**config.mk**
```make
export PLATFORM = sky130hd
export DESIGN_NAME = flash_command_sequencer
export DESIGN_NICKNAME = d
export VERILOG_FILES = /design/src/hdl/fcs_pkg.sv /design/src/hdl/flash_command_sequencer.sv
export SDC_FILE = /design/constraint.sdc
export NUM_CORES = 1
export LEC_CHECK = 0
export BUFFER_PORTS_ARGS = -buffer_cell sky130_fd_sc_hd__buf_4
export CAP_MARGIN = 20
export CORE_ASPECT_RATIO = 1.4
export CORE_MARGIN = 5
export CORE_UTILIZATION = 35
export DETAILED_ROUTE_END_ITERATION = 12
export HOLD_SLACK_MARGIN = 0.02
export PLACE_DENSITY = 0.53
export SYNTH_ARGS = -nofsm -noshare
export SYNTH_HDL_FRONTEND = slang
export SYNTH_SLANG_ARGS = --single-unit
export TNS_END_PERCENT = 1
```
**constraint.sdc**
```tcl
create_clock -name clock -period 10.4 [get_ports clock]
set_input_delay 1.56 -clock clock [delete_from_list [all_inputs] [get_ports clock]]
set_output_delay 1.56 -clock clock [all_outputs]
set_load 0.02 [all_outputs]
```
**src/hdl/fcs_pkg.sv**
```systemverilog
`timescale 1ns / 1ps

package fcs_pkg;

   // command item opcodes
   typedef enum logic [2:0] {
      OP_PROGRAM      = 3'd0,
      OP_SECTOR_ERASE = 3'd1,
      OP_CHIP_ERASE   = 3'd2,
      OP_RESET_READ   = 3'd3,
      OP_MANUF_ID     = 3'd4,
      OP_DEVICE_ID    = 3'd5,
      OP_READ_RETURN  = 3'd6
   } op_type;

   // result actions
   typedef enum logic [1:0] {
      ACT_WRITE     = 2'd0,
      ACT_READ      = 2'd1,
      ACT_DONE_OK   = 2'd2,
      ACT_DONE_FAIL = 2'd3
   } action_type;

   // sequencer phase, one-hot
   typedef enum logic [7:0] {
      PH_IDLE   = 8'b0000_0001,
      PH_POLL   = 8'b0000_0010,
      PH_DQ5A   = 8'b0000_0100,
      PH_DQ5B   = 8'b0000_1000,
      PH_FINAL  = 8'b0001_0000,
      PH_SEWAIT = 8'b0010_0000,
      PH_CEWAIT = 8'b0100_0000,
      PH_IDWAIT = 8'b1000_0000
   } phase_type;

   // configuration register indexes
   localparam logic CSR_POLL_LIMIT  = 1'b0;
   localparam logic CSR_RETRY_LIMIT = 1'b1;

   // flash command bytes
   localparam logic [7:0] CMD_UNLOCK1      = 8'hAA;
   localparam logic [7:0] CMD_UNLOCK2      = 8'h55;
   localparam logic [7:0] CMD_PROGRAM      = 8'hA0;
   localparam logic [7:0] CMD_ERASE_SETUP  = 8'h80;
   localparam logic [7:0] CMD_CHIP_ERASE   = 8'h10;
   localparam logic [7:0] CMD_SECTOR_ERASE = 8'h30;
   localparam logic [7:0] CMD_AUTOSELECT   = 8'h90;
   localparam logic [7:0] CMD_READ_RESET   = 8'hF0;

   // addresses at the widest supported bus
   localparam logic [23:0] UNLOCK_A_FULL = 24'h005555;
   localparam logic [23:0] UNLOCK_B_FULL = 24'h002AAA;
   localparam logic [23:0] CHIP_BIT_FULL = 24'h200000;

   // register reset values
   localparam logic [15:0] POLL_LIMIT_RESET  = 16'd10000;
   localparam logic [2:0]  RETRY_LIMIT_RESET = 3'd3;

   // burst buffer depth: longest sequence one item can cause
   localparam int unsigned BURST_DEPTH = 7;

endpackage

```
**src/hdl/flash_command_sequencer.sv**
```systemverilog
`timescale 1ns / 1ps

// A request is taken into the input register and decoded, when the burst buffer is empty or
// its last result is being taken, into a burst of up to seven results; the burst is registered
// in the burst buffer and offered on the port from there. Results leave at one per cycle while
// rsp_ready is high, and the next request is decoded as the last result of the one before leaves.
// Reset (synchronous, active high) empties the input register and burst buffer, idles the
// sequencer and loads poll_limit 10000, retry_limit 3.
module flash_command_sequencer #(
   parameter int ADDR_BITS = 22
) (
   input  logic                      clock,
   input  logic                      reset,
   // request channel
   input  logic                      req_valid,
   output logic                      req_ready,
   input  logic [2:0]                req_op,
   input  logic [ADDR_BITS-1:0]      req_address,
   input  logic [7:0]                req_write_data,
   input  logic [7:0]                req_read_data,
   // result channel
   output logic                      rsp_valid,
   input  logic                      rsp_ready,
   output logic [1:0]                rsp_action,
   output logic [ADDR_BITS-1:0]      rsp_bus_address,
   output logic [7:0]                rsp_bus_data,
   output logic                      rsp_last,
   // configuration port
   input  logic                      csr_write_enable,
   input  logic                      csr_index,
   input  logic [15:0]               csr_write_data
);

   import fcs_pkg::*;

   localparam int EW = 2 + ADDR_BITS + 8;
   localparam logic [ADDR_BITS-1:0] UNLOCK_A = UNLOCK_A_FULL[ADDR_BITS-1:0];
   localparam logic [ADDR_BITS-1:0] UNLOCK_B = UNLOCK_B_FULL[ADDR_BITS-1:0];
   localparam logic [ADDR_BITS-1:0] CHIP_BIT = CHIP_BIT_FULL[ADDR_BITS-1:0];

   function automatic logic [EW-1:0] mk(action_type act, logic [ADDR_BITS-1:0] a,
                                        logic [7:0] d);
      return {act, a, d};
   endfunction

   // configuration
   logic [15:0] poll_limit_ff;
   logic [2:0]  retry_limit_ff;

   // input register
   logic                 in_valid_ff;
   logic [2:0]           op_ff;
   logic [ADDR_BITS-1:0] addr_ff;
   logic [7:0]           wd_ff;
   logic [7:0]           rd_ff;

   // sequencer state
   phase_type            phase_ff, phase_in;
   logic [ADDR_BITS-1:0] target_address_ff, target_address_in;
   logic [7:0]           target_byte_ff, target_byte_in;
   logic [15:0]          polls_left_ff, polls_left_in;
   logic [2:0]           retries_left_ff, retries_left_in;
   logic                 chip_index_ff, chip_index_in;

   // burst buffer, entry 0 is on the port
   logic [EW-1:0] burst_ff [BURST_DEPTH];
   logic [EW-1:0] ent      [BURST_DEPTH];
   logic [2:0]    cnt_ff;
   logic [2:0]    ent_n;

   logic load;
   logic take;
   logic do_issue;
   logic dq7ok;
   logic [ADDR_BITS-1:0] tchip;
   logic [ADDR_BITS-1:0] ichip;

   assign take      = rsp_valid && rsp_ready;
   assign load      = in_valid_ff && ((cnt_ff == 3'd0) || ((cnt_ff == 3'd1) && rsp_ready));
   assign req_ready = !in_valid_ff || load;

   assign rsp_valid = (cnt_ff != 3'd0);
   assign rsp_last  = (cnt_ff == 3'd1);
   assign rsp_action      = burst_ff[0][EW-1 -: 2];
   assign rsp_bus_address = burst_ff[0][ADDR_BITS+7:8];
   assign rsp_bus_data    = burst_ff[0][7:0];

   assign dq7ok = (rd_ff[7] == target_byte_ff[7]);
   assign tchip = target_address_ff & CHIP_BIT;

   // decode one item into its burst and next state
   always_comb begin
      phase_in          = phase_ff;
      target_address_in = target_address_ff;
      target_byte_in    = target_byte_ff;
      polls_left_in     = polls_left_ff;
      retries_left_in   = retries_left_ff;
      chip_index_in     = chip_index_ff;
      do_issue          = 1'b0;
      ichip             = '0;
      ent_n             = 3'd0;
      for (int i = 0; i < BURST_DEPTH; i++) begin
         ent[i] = '0;
      end

      if (op_ff == OP_READ_RETURN) begin
         unique case (phase_ff)
            PH_POLL: begin
               if (dq7ok) begin
                  phase_in = PH_IDLE;
                  ent[0] = mk(ACT_DONE_OK, target_address_ff, rd_ff);
               end else if (rd_ff[5]) begin
                  phase_in = PH_DQ5A;
                  ent[0] = mk(ACT_READ, target_address_ff, 8'h00);
               end else begin
                  polls_left_in = polls_left_ff - 16'd1;
                  phase_in = (polls_left_in != 16'd0) ? PH_POLL : PH_FINAL;
                  ent[0] = mk(ACT_READ, target_address_ff, 8'h00);
               end
               ent_n = 3'd1;
            end
            PH_DQ5A: begin
               if (dq7ok) begin
                  phase_in = PH_IDLE;
                  ent[0] = mk(ACT_DONE_OK, target_address_ff, rd_ff);
               end else begin
                  phase_in = PH_DQ5B;
                  ent[0] = mk(ACT_READ, target_address_ff, 8'h00);
               end
               ent_n = 3'd1;
            end
            PH_DQ5B: begin
               if (rd_ff == target_byte_ff) begin
                  phase_in = PH_IDLE;
                  ent[0] = mk(ACT_DONE_OK, target_address_ff, rd_ff);
               end else begin
                  polls_left_in = polls_left_ff - 16'd1;
                  phase_in = (polls_left_in != 16'd0) ? PH_POLL : PH_FINAL;
                  ent[0] = mk(ACT_READ, target_address_ff, 8'h00);
               end
               ent_n = 3'd1;
            end
            PH_FINAL: begin
               if (rd_ff == target_byte_ff) begin
                  phase_in = PH_IDLE;
                  ent[0] = mk(ACT_DONE_OK, target_address_ff, rd_ff);
                  ent_n = 3'd1;
               end else if (retries_left_ff == 3'd0) begin
                  phase_in = PH_IDLE;
                  ent[0] = mk(ACT_DONE_FAIL, target_address_ff, rd_ff);
                  ent_n = 3'd1;
               end else begin
                  retries_left_in = retries_left_ff - 3'd1;
                  do_issue = 1'b1;
               end
            end
            PH_SEWAIT: begin
               if (rd_ff[3]) begin
                  ent[0] = mk(ACT_READ, target_address_ff, 8'h00);
                  ent_n = 3'd1;
               end else begin
                  ent[0] = mk(ACT_WRITE, tchip | UNLOCK_A, CMD_UNLOCK1);
                  ent[1] = mk(ACT_WRITE, tchip | UNLOCK_B, CMD_UNLOCK2);
                  ent[2] = mk(ACT_WRITE, tchip | UNLOCK_A, CMD_ERASE_SETUP);
                  ent[3] = mk(ACT_WRITE, tchip | UNLOCK_A, CMD_UNLOCK1);
                  ent[4] = mk(ACT_WRITE, tchip | UNLOCK_B, CMD_UNLOCK2);
                  ent[5] = mk(ACT_WRITE, target_address_ff, CMD_SECTOR_ERASE);
                  ent[6] = mk(ACT_DONE_OK, target_address_ff, 8'h00);
                  ent_n = 3'd7;
                  phase_in = PH_IDLE;
               end
            end
            PH_CEWAIT: begin
               if (!rd_ff[7]) begin
                  ent[0] = mk(ACT_READ, (chip_index_ff ? CHIP_BIT : '0) | UNLOCK_A, 8'h00);
                  ent_n = 3'd1;
               end else if (!chip_index_ff) begin
                  // first chip done, start on the second
                  chip_index_in = 1'b1;
                  ent[0] = mk(ACT_WRITE, CHIP_BIT | UNLOCK_A, CMD_UNLOCK1);
                  ent[1] = mk(ACT_WRITE, CHIP_BIT | UNLOCK_B, CMD_UNLOCK2);
                  ent[2] = mk(ACT_WRITE, CHIP_BIT | UNLOCK_A, CMD_ERASE_SETUP);
                  ent[3] = mk(ACT_WRITE, CHIP_BIT | UNLOCK_A, CMD_UNLOCK1);
                  ent[4] = mk(ACT_WRITE, CHIP_BIT | UNLOCK_B, CMD_UNLOCK2);
                  ent[5] = mk(ACT_WRITE, CHIP_BIT | UNLOCK_A, CMD_CHIP_ERASE);
                  ent[6] = mk(ACT_READ, CHIP_BIT | UNLOCK_A, 8'h00);
                  ent_n = 3'd7;
               end else begin
                  phase_in = PH_IDLE;
                  ent[0] = mk(ACT_DONE_OK, '0, 8'h00);
                  ent_n = 3'd1;
               end
            end
            PH_IDWAIT: begin
               phase_in = PH_IDLE;
               ent[0] = mk(ACT_DONE_OK, target_address_ff, rd_ff);
               ent_n = 3'd1;
            end
            default: begin
               // idle: stray read return, nothing to do
            end
         endcase
      end else if (phase_ff == PH_IDLE) begin
         case (op_ff)
            OP_PROGRAM: begin
               target_address_in = addr_ff;
               target_byte_in    = wd_ff;
               retries_left_in   = retry_limit_ff;
               do_issue          = 1'b1;
            end
            OP_SECTOR_ERASE: begin
               target_address_in = addr_ff;
               phase_in = PH_SEWAIT;
               ent[0] = mk(ACT_READ, addr_ff, 8'h00);
               ent_n = 3'd1;
            end
            OP_CHIP_ERASE: begin
               chip_index_in = 1'b0;
               ent[0] = mk(ACT_WRITE, UNLOCK_A, CMD_UNLOCK1);
               ent[1] = mk(ACT_WRITE, UNLOCK_B, CMD_UNLOCK2);
               ent[2] = mk(ACT_WRITE, UNLOCK_A, CMD_ERASE_SETUP);
               ent[3] = mk(ACT_WRITE, UNLOCK_A, CMD_UNLOCK1);
               ent[4] = mk(ACT_WRITE, UNLOCK_B, CMD_UNLOCK2);
               ent[5] = mk(ACT_WRITE, UNLOCK_A, CMD_CHIP_ERASE);
               ent[6] = mk(ACT_READ, UNLOCK_A, 8'h00);
               ent_n = 3'd7;
               phase_in = PH_CEWAIT;
            end
            OP_RESET_READ: begin
               ent[0] = mk(ACT_WRITE, UNLOCK_A, CMD_UNLOCK1);
               ent[1] = mk(ACT_WRITE, UNLOCK_B, CMD_UNLOCK2);
               ent[2] = mk(ACT_WRITE, UNLOCK_A, CMD_READ_RESET);
               ent[3] = mk(ACT_WRITE, CHIP_BIT | UNLOCK_A, CMD_UNLOCK1);
               ent[4] = mk(ACT_WRITE, CHIP_BIT | UNLOCK_B, CMD_UNLOCK2);
               ent[5] = mk(ACT_WRITE, CHIP_BIT | UNLOCK_A, CMD_READ_RESET);
               ent[6] = mk(ACT_DONE_OK, '0, 8'h00);
               ent_n = 3'd7;
            end
            OP_MANUF_ID, OP_DEVICE_ID: begin
               target_address_in = (op_ff == OP_MANUF_ID) ? '0 : ADDR_BITS'(1);
               ent[0] = mk(ACT_WRITE, UNLOCK_A, CMD_UNLOCK1);
               ent[1] = mk(ACT_WRITE, UNLOCK_B, CMD_UNLOCK2);
               ent[2] = mk(ACT_WRITE, UNLOCK_A, CMD_AUTOSELECT);
               ent[3] = mk(ACT_READ, target_address_in, 8'h00);
               ent_n = 3'd4;
               phase_in = PH_IDWAIT;
            end
            default: begin
               // unused opcode, ignored
            end
         endcase
      end

      // program sequence: unlock, program command, data, first status read
      if (do_issue) begin
         ichip  = target_address_in & CHIP_BIT;
         ent[0] = mk(ACT_WRITE, ichip | UNLOCK_A, CMD_UNLOCK1);
         ent[1] = mk(ACT_WRITE, ichip | UNLOCK_B, CMD_UNLOCK2);
         ent[2] = mk(ACT_WRITE, ichip | UNLOCK_A, CMD_PROGRAM);
         ent[3] = mk(ACT_WRITE, target_address_in, target_byte_in);
         ent[4] = mk(ACT_READ, target_address_in, 8'h00);
         ent_n = 3'd5;
         polls_left_in = poll_limit_ff;
         phase_in = (poll_limit_ff != 16'd0) ? PH_POLL : PH_FINAL;
      end
   end

   // control registers
   always_ff @(posedge clock) begin
      if (reset) begin
         poll_limit_ff     <= POLL_LIMIT_RESET;
         retry_limit_ff    <= RETRY_LIMIT_RESET;
         in_valid_ff       <= 1'b0;
         cnt_ff            <= 3'd0;
         phase_ff          <= PH_IDLE;
         target_address_ff <= '0;
         target_byte_ff    <= '0;
         polls_left_ff     <= '0;
         retries_left_ff   <= '0;
         chip_index_ff     <= 1'b0;
      end else begin
         if (csr_write_enable) begin
            if (csr_index == CSR_POLL_LIMIT) begin
               poll_limit_ff <= csr_write_data;
            end else if (csr_index == CSR_RETRY_LIMIT) begin
               retry_limit_ff <= csr_write_data[2:0];
            end
         end
         if (req_valid && req_ready) begin
            in_valid_ff <= 1'b1;
         end else if (load) begin
            in_valid_ff <= 1'b0;
         end
         if (load) begin
            cnt_ff            <= ent_n;
            phase_ff          <= phase_in;
            target_address_ff <= target_address_in;
            target_byte_ff    <= target_byte_in;
            polls_left_ff     <= polls_left_in;
            retries_left_ff   <= retries_left_in;
            chip_index_ff     <= chip_index_in;
         end else if (take) begin
            cnt_ff <= cnt_ff - 3'd1;
         end
      end
   end

   // payload registers
   always_ff @(posedge clock) begin
      if (req_valid && req_ready) begin
         op_ff   <= req_op;
         addr_ff <= req_address;
         wd_ff   <= req_write_data;
         rd_ff   <= req_read_data;
      end
      if (load) begin
         burst_ff <= ent;
      end else if (take) begin
         for (int i = 0; i < BURST_DEPTH - 1; i++) begin
            burst_ff[i] <= burst_ff[i+1];
         end
      end
   end

   // a decoded burst with results is offered in the next cycle
   a_burst_offered: assert property (@(posedge clock) disable iff (reset)
      (load && (ent_n != 3'd0)) |=> rsp_valid)
      else $error("decoded burst not offered");

   // polling never runs with the budget used up
   a_poll_budget: assert property (@(posedge clock) disable iff (reset)
      !((phase_ff == PH_POLL) && (polls_left_ff == 16'd0)))
      else $error("polling with zero budget");

   // a held request stays in the input register until decoded
   a_input_held: assert property (@(posedge clock) disable iff (reset)
      (in_valid_ff && !load) |=> (in_valid_ff && $stable(op_ff) && $stable(rd_ff)))
      else $error("pending request lost");

endmodule

```
# == Yosys cells after proc, flatten, opt, wreduce, memory -nomap -nowiden ==
# Cells that the tools add are included.
# totals
regBits,346
word_cells,170
# op_classes
addsub,3
n_eq_ne,30
n_mux,81
bitwise_logic,1
reduce_logical,34
# op_table
operator,n
190-bit two-way mux,3
192-bit two-way mux,2
192-bit case mux with 2 select lines,1
86-bit case mux with 3 select lines,1
224-bit two-way mux,1
223-bit two-way mux,1
32-bit two-way mux,6
32-bit case mux with 6 select lines,1
94-bit case mux with 2 select lines,1
160-bit two-way mux,1
8-bit two-way mux,11
16-bit two-way mux,5
22-bit two-way mux,3
31-bit case mux with 2 select lines,1
8-bit case mux with 7 select lines,1
22-bit case mux with 2 select lines,1
3-bit two-way mux,14
16-bit case mux with 2 select lines,1
16-bit nonzero test,2
31-bit two-way mux,1
5-bit two-way mux,5
8-bit case mux with 3 select lines,1
1-bit two-way mux,16
"16-bit by 1-bit subtractor with 16-bit output, second input constant",1
37 further kinds,68

# == Logic depth before layout (Yosys ltp) ==
# depth
ltp_word,8
depth_mapped,11
depth_no_buf,9

# == Least setup slack after synthesis ==
# OpenSTA, ideal clock, no wires.
# synth_timing
path_type,input port to flip-flop
start,in rsp_ready
end,reg cnt_ff[1]
t_arrival_ns,4.526
t_required_ns,10.272
setup_slack_ns,5.746
stages,4
n_path_buf,0
path_cell_list,mux2_2 > o21ai_0 > o22ai_1 > nor2_1
# synth_between
elab_chain_cells,4
elab_cells_between_ends,6
# synth_lines
item,line_no,text
start: declaration,flash_command_sequencer.sv:23,"input logic rsp_ready,"
1-bit logical AND,flash_command_sequencer.sv:79,assign load = in_valid_ff && ((cnt_ff == 3'd0) || ((cnt_ff == 3'd1) && rsp_ready));
1-bit logical OR,flash_command_sequencer.sv:79,
1-bit logical AND,flash_command_sequencer.sv:79,
3-bit two-way mux or 2-bit nonzero test (tied branches),-,
end signal: assignment,flash_command_sequencer.sv:295,cnt_ff <= ent_n;
end signal: assignment,flash_command_sequencer.sv:303,cnt_ff <= cnt_ff - 3'd1;
end: declaration,flash_command_sequencer.sv:68,logic [2:0] cnt_ff;
# Parallel ways exist; a longest one is shown, timed or not.
# A chain may end at the register's enable or synchronous reset.

# == Worst setup path in the final report ==
# layout_timing
start,in rsp_ready
end,"reg burst_ff, in the netlist rsp_bus_data[5], data pin"
# layout_between
elab_chain_cells,4
# layout_lines
item,line_no,text
1-bit logical AND,flash_command_sequencer.sv:79,
1-bit logical OR,flash_command_sequencer.sv:79,
1-bit logical AND,flash_command_sequencer.sv:79,
192-bit two-way mux,flash_command_sequencer.sv:316,if (load) begin
end signal: assignment,flash_command_sequencer.sv:317,burst_ff <= ent;
end signal: indexed assignment,flash_command_sequencer.sv:320,burst_ff[i] <= burst_ff[i+1];
end: declaration,flash_command_sequencer.sv:66,logic [EW-1:0] burst_ff [BURST_DEPTH];
# Every way passes these cells.

==> results by group <==
Placement
  • IO Port Bufs: 97
  • Placed Area: 0.0160 mm2
  • HPWL Detailed: 25700 um
  • Final GP Congestion: 0.859

GRT
  • Total congestion overflow: 0
  • Routing usage on met2: 29.6%
  • M3 GR Usage: 2.16%
  • Largest net degree at the start of global routing: 118
  • Gr busiest metal: met2
  • GRT Total Usage: 16.5%
  • GR Util met1: 20.5%
  • Vias in the first global route: 10400
  • Initial antenna violation count: 0
  • First-pass GRT wire length: 61000 um

Timing
  • RSZ-0062 raised after global routing: no
  • Worst Tran Pin Value: 1.10 ns
  • Achievable clock frequency: 0.237 GHz
  • Final period util: 40.5%
  • Hold Violations, Final: 0
  • Setup Viol. Count Final: 0
  • Slew margin rel.: 26.1%
  • Slew Limit Fails: 0
  • Clock Skew: 0.0232 ns
  • Setup TNS: 0 ns
  • Tmin final: 4.22 ns

Cells and area
  • # diodes: 0
  • Synthesis-to-layout area growth: 15.0%
  • Final Cell Area: 0.0172 mm2
  • Final Util: 40.7%
  • Layout cell share with drive strength beyond 1: 15.3%
  • Post-layout nets: 1452
  • Fillcell total: 4135

Die
  • Die height: 255 um
  • I/O pins: 98
  • Die span in x: 185 um
  • Initial Utilization: 35.4%
  • Core ar.: 0.0423 mm2
  • Site row count: 89
  • Die Footprint: 0.0471 mm2

Logic synthesis
  • YS warnings: 0
  • Compound-cell area share of the yosys netlist: 15.5%
  • Largest family of logic cells by synthesized area: simple AND/OR/NAND/NOR gates
  • Ys flop type: edfxtp_1
  • Synth cell types: 68
  • Adder-Cell Fraction of Synth Area: 1.25%
  • Seq/Total Area, Yosys: 60.7%
  • EDFF count, synth: 249
  • Simple-Gate Fraction of Synth Area: 15.6%
  • FFs w/ async S/R, synth: 0%
  • FF+latch count, synth: 330
  • Multiplexer share of the synthesized area: 2.06%
  • Synthesized instance count: 1336
  • Cell Area, Synth: 0.0150 mm2
  • Post-synthesis xor/xnor area fraction: 0.584%
  • Syn_nets: 1414
  • Average cell area after synthesis: 11.2 um2

Setup path
  • R2R depth: 8
  • Worst setup path class: input port to flip-flop
  • Worst setup path start: rsp_ready
  • Reg2reg start: rd_ff[7]
  • Critical path fanouts, max: 53
  • Arrival time worst endpoint: 4.47 ns
  • Req. time, crit path: 10.66 ns
  • Flop-to-flop setup slack: 6.51 ns
  • Critical R2R Capture: burst_ff[173]
  • Critical path capture point type: flip-flop
  • Crit path launch type: input port

Clock network
  • Clock buffer count from CTS: 36
  • CTS Buffer Depth: 3
  • H-tree depth: 2
  • Post-cts hold buffer count: 0
  • Worst-skew pair later-pin latency: 0.53 ns
  • TritonCTS Sinks: 330
  • Clock-pin slew on the worst setup and hold paths: 0.06 ns
  • Clock Tree Root: clkbuf_16
  • TritonCTS clock tree: done
  • Post-CTS setup repair buffer count: 0
  • Post-cts sizing count: 0

Route
  • Vias/cell: 5.33
  • Via count: 10400
  • Detail Route Antenna Nets: 0
  • Initial DRC count: 589
  • Post-route DRC: 0
  • DRT Wirelength: 39400 um
  • WL/cell: 20.2 um
  • Detailed-router iteration count before antenna repair: 5

Min path
  • Hold Path End: retries_left_ff[1]
  • Hold depth: 2
  • Hold path start: retries_left_ff[1]
  • Worst hold path class: flip-flop to flip-flop

Power and ir drop
  • IR drop worst, VDD: 150 uV
  • LEAKAGE: 6.45 nW
  • Power per standard cell area: 280 mW/mm2

Flow run
  • Max cap viols: 0

Run status
  • Status: completed
worst max-delay path, cell delays in order:
cell,delay [ns]
buf_4,0.11
a21oi_1,0.06
or3b_4,0.40
inv_2,0.49
buf_4,0.64
nand3_1,0.61
nor2_1,0.44
a21oi_1,0.12
state kept, by name, indices dropped and copies added, names as in the netlist, 8 cells and up:
signal and cells:
poll_limit_ff 16, burst_ff 176, target_address_ff 22, rsp_bus_data 8
target_byte_ff 8, polls_left_ff 16, addr_ff 22, rsp_bus_address 22
rd_ff 8, wd_ff 8, phase_ff 8
routing by layer:
metal	up-vias	share of wire [%]
li1	4935	-
met1	5172	41
met2	224	52
met3	61	3.5
met4	0	3.0
met5	-	0
where the power goes:
group          leakage (nW)  total [W]  switching [W]  internal (W)
clock                 0.583    0.00129       0.000521      0.000773
sequential             3.08    0.00227       0.000185       0.00209
combinational          2.79    0.00126       0.000787      0.000478
layout by cell type (no fill, tap or decap), types with 8 or more instances in the layout:
cell         n
o31ai_1      8
o21ai_0     51
mux2i_1     14
edfxtp_1   249
and3_1      23
a211o_1     22
and2_1      50
nor4_1      10
buf_4      114
nor2_1      96
a211oi_1    11
nand3_1     25
a21oi_1    100
clkbuf_1     8
clkbuf_16   38
a22o_1      21
o22a_1       8
a22oi_1     24
nand2_1    182
mux2_2      14
nor2b_1     11
ha_1        15
nand3b_1     8
nor3_1      17
a21o_1      54
xor2_1      10
inv_1       19
dfxtp_1     81
cell families after synthesis:
logic type | Yosys count
xor+xnor | 10
flops | 330
buf+inv | 136
fa+ha+maj | 15
compound gates | 344
mux | 29
simple gates | 472
Yosys cell counts, types with 5 or more instances:
library cell / number / area, um2
o211ai_1: 6 / 45.0
nand2_1: 182 / 683
nand3b_1: 8 / 60.1
inv_1: 20 / 75.1
a22o_1: 21 / 184
ha_1: 15 / 188
o21ai_0: 51 / 255
nand3_1: 25 / 125
nand4b_1: 5 / 43.8
a21oi_1: 100 / 500
a211o_1: 22 / 193
o22a_1: 8 / 70.1
nand2b_1: 6 / 37.5
and2_1: 50 / 313
edfxtp_1: 249 / 7480
a21o_1: 54 / 405
nor2b_1: 11 / 68.8
xor2_1: 10 / 87.6
buf_2: 10 / 50.1
clkbuf_1: 69 / 259
nor2_1: 96 / 360
nor3_1: 17 / 85.1
a31oi_1: 6 / 37.5
and3_1: 23 / 144
nor4_1: 10 / 62.6
dfxtp_1: 81 / 1620
or3_1: 5 / 31.3
a211oi_1: 11 / 82.6
mux2i_1: 14 / 140
mux2_2: 15 / 169
o31ai_1: 9 / 67.6
a22oi_1: 24 / 180
buf_4: 33 / 248
or2_2: 5 / 31.3
how the worst max path moves through the flow:
| stage | to | cells after the start |
|---|---|---|
| 6_report | rsp_bus_data[5] | 8 |
| 5_1_grt | rsp_bus_data[5] | 8 |
| 4_1_cts | rsp_bus_data[5] | 8 |
| 3_5_place_dp | rsp_bus_data[5] | 8 |
| 3_3_place_gp | rsp_bus_data[3] | 8 |
| 2_1_floorplan | cnt_ff[1] | 4 |
cell type report:
type                    count  area [um2]  share of cell area, %
flip-flops and latches    330        9100                   52.8
multi-input cells         870        5300                   30.7
clock buffers              50        1040                   6.01
repair buffers            116         891                   5.17
well taps                 546         683                   3.96
clock inverters            16         161                  0.936
inverters                  20        75.1                  0.435
per-stage QoR:
| step | power, W | hold WS (ns) | cells | worst slack, ns |
|---|---|---|---|---|
| CTS | 0.00491 | 0.459 | 1945 | 6.20 |
| global placement | 0.00357 | 0.439 | 1879 | 5.73 |
| global route | 0.00509 | 0.476 | 1948 | 5.99 |
| floorplan | 0.00320 | 0.432 | 1336 | 5.75 |
| detailed placement | 0.00358 | 0.451 | 1879 | 5.64 |
| finish | 0.00483 | 0.457 | 1948 | 6.18 |
(Power assumes the default switching activity.)
